===== config.mk =====
export PLATFORM = sky130hd
export DESIGN_NAME = gql_queue
export DESIGN_NICKNAME = d
export VERILOG_FILES = /design/src/sv/gql_pkg.sv /design/src/sv/gql_queue.sv
export SDC_FILE = /design/constraint.sdc
export NUM_CORES = 1
export LEC_CHECK = 0
export BUFFER_PORTS_ARGS = -buffer_cell sky130_fd_sc_hd__buf_2
export CAP_MARGIN = 20
export CORE_UTILIZATION = 40
export DETAILED_ROUTE_END_ITERATION = 7
export MAX_ROUTING_LAYER = met4
export PLACE_DENSITY = 0.71
export SKIP_CTS_REPAIR_TIMING = 1
export SLEW_MARGIN = 0
export SYNTH_ARGS = -nofsm -noshare
export SYNTH_HDL_FRONTEND = slang
export SYNTH_SLANG_ARGS = --single-unit

===== constraint.sdc =====
create_clock -name clk -period 4.2 [get_ports clk]
set_clock_uncertainty 0.15 [all_clocks]
set_input_delay 0.63 -clock clk [delete_from_list [all_inputs] [get_ports clk]]
set_output_delay 0.63 -clock clk [all_outputs]
set_load 0.03 [all_outputs]

===== src/sv/gql_pkg.sv =====
// shared types, constants and saturation helper for the glyph quad layout block
package gql_pkg;

  localparam int GLYPH_COUNT    = 256;
  localparam int GLYPH_IDX_BITS = $clog2(GLYPH_COUNT);
  localparam int CODE_BITS      = 8;
  localparam int COORD_BITS     = 24;
  // headroom for pen + width*256 + extra advance and (top - rows)*256 + line
  localparam int CALC_BITS      = ((COORD_BITS > 21) ? COORD_BITS : 21) + 2;

  localparam int Q_DEPTH    = 4;
  localparam int Q_PTR_BITS = $clog2(Q_DEPTH);
  localparam int Q_CNT_BITS = Q_PTR_BITS + 1;

  localparam logic OP_LOAD  = 1'b0;
  localparam logic OP_PLACE = 1'b1;

  localparam logic [CODE_BITS-1:0] NEWLINE_CODE = 8'd10;

  localparam logic [15:0] FONT_SIZE_RESET = 16'd4096;

  typedef enum logic [1:0] {
    REG_FONT_SIZE     = 2'd0,
    REG_EXTRA_ADVANCE = 2'd1,
    REG_FLIP_Y        = 2'd2
  } reg_idx_t;

  typedef logic signed [COORD_BITS-1:0] coord_t;
  typedef logic signed [CALC_BITS-1:0]  calc_t;

  localparam coord_t COORD_MAX = {1'b0, {(COORD_BITS-1){1'b1}}};
  localparam coord_t COORD_MIN = {1'b1, {(COORD_BITS-1){1'b0}}};

  typedef struct packed {
    logic [15:0]        tl;
    logic [15:0]        tt;
    logic [15:0]        tr;
    logic [15:0]        tb;
    logic [10:0]        width;
    logic [10:0]        rows;
    logic signed [11:0] top;
  } glyph_t;

  typedef struct packed {
    logic   newline;
    logic   start;
    glyph_t glyph;
  } qent_t;

  typedef struct packed {
    logic [15:0]        font_size;
    logic signed [15:0] extra_advance;
    logic               flip_y;
  } cfg_t;

  typedef struct packed {
    coord_t      x_left;
    coord_t      x_right;
    coord_t      y_first;
    coord_t      y_second;
    logic [15:0] tex_left;
    logic [15:0] tex_top;
    logic [15:0] tex_right;
    logic [15:0] tex_bottom;
    coord_t      box_min_x;
    coord_t      box_min_y;
    coord_t      box_max_x;
    coord_t      box_max_y;
  } quad_t;

  function automatic coord_t sat(input calc_t v);
    if (v > calc_t'(COORD_MAX)) begin
      return COORD_MAX;
    end else if (v < calc_t'(COORD_MIN)) begin
      return COORD_MIN;
    end else begin
      return coord_t'(v);
    end
  endfunction

endpackage


===== src/sv/gql_queue.sv =====
// small fifo between the lookup front end and the layout back end
module gql_queue (
  input  logic                            clk,
  input  logic                            rst,
  input  logic                            push,
  input  gql_pkg::qent_t                  push_data,
  input  logic                            pop,
  output gql_pkg::qent_t                  head,
  output logic                            not_empty,
  output logic [gql_pkg::Q_CNT_BITS-1:0]  count
);

  gql_pkg::qent_t                   slots [gql_pkg::Q_DEPTH];
  logic [gql_pkg::Q_PTR_BITS-1:0]   wr_ptr;
  logic [gql_pkg::Q_PTR_BITS-1:0]   rd_ptr;

  assign head      = slots[rd_ptr];
  assign not_empty = (count != '0);

  always_ff @(posedge clk) begin
    if (push) begin
      slots[wr_ptr] <= push_data;
    end
  end

  always_ff @(posedge clk) begin
    if (rst) begin
      wr_ptr <= '0;
      rd_ptr <= '0;
      count  <= '0;
    end else begin
      if (push) begin
        wr_ptr <= wr_ptr + gql_pkg::Q_PTR_BITS'(1);
      end
      if (pop) begin
        rd_ptr <= rd_ptr + gql_pkg::Q_PTR_BITS'(1);
      end
      count <= count + gql_pkg::Q_CNT_BITS'(push) - gql_pkg::Q_CNT_BITS'(pop);
    end
  end

endmodule


==> run_results.csv <==
group,metric,value,unit
setup_path,crit_path_end_kind,"output port",
clock_network,cts_sinks,409,
synthesis,yosys.area.top_type,"edfxtp_1",
routing,drtPass1Iterations,4,
pwr,ir_drop,374,uV
clock_network,numCtsBuffers,43,
pwr,finalPower,9.36,mW
timing,final.setup.worst_slack,1.06,ns
timing,rsz0062_at_grt,"false",
min_path,hold_path.class,"in -> reg",
synthesis,synthCells,563,
clock_network,clk_path_buf_depth,3,
placed_design,port_buffers,207,
grt,antenna_found_initial,3,
synthesis,synth_warnings,0,
grt,grt_pass1_vias,7175,
placed_design,detailed_place_hpwl,16100,um
pwr,p_sw,2.19,mW
synthesis,synth_mux_area_share,15.1,%
die,rows,70,
pwr,combinationalPowerShare,11.5,%
placed_design,gp_congestion,0.716,
synthesis,synth_edf_count,400,
routing,drc,0,
routing,vias,6574,
synthesis,synth.top_cells.by_area,"edfxtp_1 80%, mux4_2 15%, buf_12 1.3%, dfxtp_1 1.2%, ha_1 0.50%",
routing,avgViaCountPerCell,5.03,
setup_path,cp.required,3.42,ns
placed_design,dpl_cell_area,0.0165,mm2
synthesis,synth-seq-cells,409,
timing,drv_slew,0,
die,io_pins,208,
die,die_h,195,um
finish,syn_to_final_growth,19.2,%
setup_path,worst-path-max-fanout,44,
finish,seq_area,0.0122,mm2
grt,grt_max_degree,58,
clock_network,cts_tree,"yes",
pwr,power_leakage,5.98,nW
pwr,power_density,525,mW/mm2
synthesis,synthSimpleGateAreaFrac,0.468,%
pwr,switching_share,23.4,%
pwr,p_int,7.16,mW
routing,drt-wirelength-per-cell,20.6,um
pwr,clkPwrFrac,37.7,%
synthesis,synth.most_common_cell,"edfxtp_1",
synthesis,synthesis.area,0.0150,mm2
synthesis,yosysSeqAreaShare,81.5,%
synthesis,ys_async_sr_fraction,0,%
timing,relSlewSlack,51.3,%
routing,drt_iter0_drc,321,
finish,fin_area,0.0178,mm2
timing,finalHoldViolCount,0,
timing,tns,0,ns
setup_path,cp_cell_sequence,"buf_12 > mux4_2 > buf_2",
die,die_w,195,um
synthesis,yosys.area_share.adder,0.636,%
job,maxCapViolCount,0,
placed_design,place_ws,1.60,ns
finish,multi_input_area,0.00249,mm2
setup_path,critPathKind,"reg -> out",
finish,fillers,2949,
finish,drive_gt1_share,45.9,%
timing,period_minus_slack,3.14,ns
clock_network,cts-htree-levels,2,
timing,min_period_over_period,74.9,%
setup_path,critPathTopFamily,"flip-flops",
synthesis,syn_area_per_cell,26.6,um2
synthesis,ys_types,20,
die,core,0.0367,mm2
setup_path,worstSetupStartpointType,"register",
setup_path,crit_slowest_cell,"dfxtp_4",
synthesis,ys.flop_type,"edfxtp_1",
synthesis,syn_nets,674,
synthesis,synth_top_family_by_area,"multiplexers",
routing,routed_wl,26900,um
die,dieArea,0.0382,mm2
setup_path,crit_arrival,2.36,ns
timing,max_freq,0.318,GHz
finish,layout.nets,917,
synthesis,synth_top_area_share,80.3,%
clock_network,cts_root_buf,"clkbuf_16",
die,start_util,40.8,%
synthesis,synth-compound-area-share,0.100,%
synthesis,yosys-top-cells-count,"400 x edfxtp_1, 100 x mux4_2, 10 x buf_12, 10 x buf_2, 9 x dfxtp_1",
setup_path,cp_num_buf_inv,2,
status,status,"finished, final reports clean",
finish,fin_util,48.6,%
timing,finalSetupViolCount,0,
grt,grt_overflow_total,0,
setup_path,slowest_delay,0.79,ns
grt,track_usage,14.9,%
clock_network,path_clk_slew,0.06,ns
routing,ant_nets,0,
pwr,p_seq_share,50.8,%
clock_network,clk_latency,0.55,ns
synthesis,synth_xor_area_share,0.276,%
grt,grt_pass1_wl,41000,um
timing,tightest_slew,0.731,ns
[logic make-up (layout without fill, tap and decap cells)]
family / count (synthesis) / after routing
fa+ha+maj: 7 / 7
flops: 409 / 409
buf+inv: 28 / 301
compound gates: 2 / 2
mux: 101 / 101
other cells: 0 / 3
simple gates: 13 / 13
xor+xnor: 3 / 3
[worst register-to-register path, stage by stage (launching register included)]
cell and delay, ns:
dfxtp_1 0.40, ha_1 0.17, and2_4 0.38, buf_4 0.62
[per-stage QoR]
| step | instances | hold slack, ns |
|---|---|---|
| floorplan | 563 | 0.342 |
| global placement | 1229 | 0.369 |
| detailed placement | 1229 | 0.399 |
| CTS | 1304 | 0.103 |
| global route | 1307 | 0.116 |
| finish | 1307 | 0.146 |
[power by group through the flow]
stage | Combinational (mW) | Clock [mW] | Sequential (mW)
global route | 1.15 | 3.77 | 4.77
detailed placement | 1.10 | 0 | 4.84
CTS | 1.10 | 3.63 | 4.75
finish | 1.08 | 3.53 | 4.75
floorplan | 0.772 | 0 | 4.84
global placement | 1.08 | 0 | 4.83
[cell usage in the layout (no fill, tap or decap)]
cell / netlist / layout
inv_1: 6 / 6
bufinv_16: 0 / 2
clkinv_1: 0 / 8
xor3_1: 1 / 1
xnor2_1: 2 / 2
dfxtp_1: 9 / 7
clkinv_4: 0 / 2
diode_2: 0 / 3
buf_4: 0 / 7
clkbuf_1: 0 / 10
nor2b_1: 2 / 2
fa_1: 1 / 1
dfxtp_4: 0 / 2
a21oi_1: 1 / 1
buf_12: 10 / 6
mux2i_1: 1 / 1
nor2_1: 5 / 5
and2_4: 0 / 4
edfxtp_1: 400 / 400
a21bo_2: 1 / 1
nand3b_1: 1 / 1
clkbuf_16: 0 / 45
or3_1: 1 / 1
buf_2: 10 / 207
clkinvlp_4: 0 / 2
ha_1: 6 / 6
mux4_2: 100 / 100
clkinv_2: 0 / 6
[metal layers]
layer / up-vias / GRT usage (%) / routed length, um
met5: - / - / 0
met4: 0 / 5.60 / 547
met3: 43 / 3.82 / 1640
met2: 175 / 23.8 / 13300
met1: 3442 / 18.4 / 11400
li1: 2914 / - / -
[flip-flops by register name, summed over array words and instances (netlist names), named ones only]
| register | flops |
|---|---|
| wr_ptr | 2 |
| slots | 400 |
| count | 3 |
| rd_ptr | 2 |
[worst paths after layout]
kind | from | endpoint | slack, ns | cells after the start
hold / removal | push_data[33] | slots[1][33] | 0.15 | 1
setup reg to reg | wr_ptr[0] | slots[1][81] | 2.04 | 3
setup / recovery | register | head[14] | 1.06 | 3
hold reg to reg | rd_ptr[1] | register | 0.40 | 2
[cell type report]
| cell class | instances | share of cell area (%) |
|---|---|---|
| antenna | 3 | 0.0421 |
| clock inverter | 20 | 0.856 |
| tap | 468 | 3.28 |
| timing repair buffer | 220 | 6.78 |
| clock buffer | 55 | 6.52 |
| inverter | 6 | 0.126 |
| sequential | 409 | 68.4 |
| multi-input combinational | 126 | 14.0 |
Note: power is estimated with default switching activity, not from simulation.
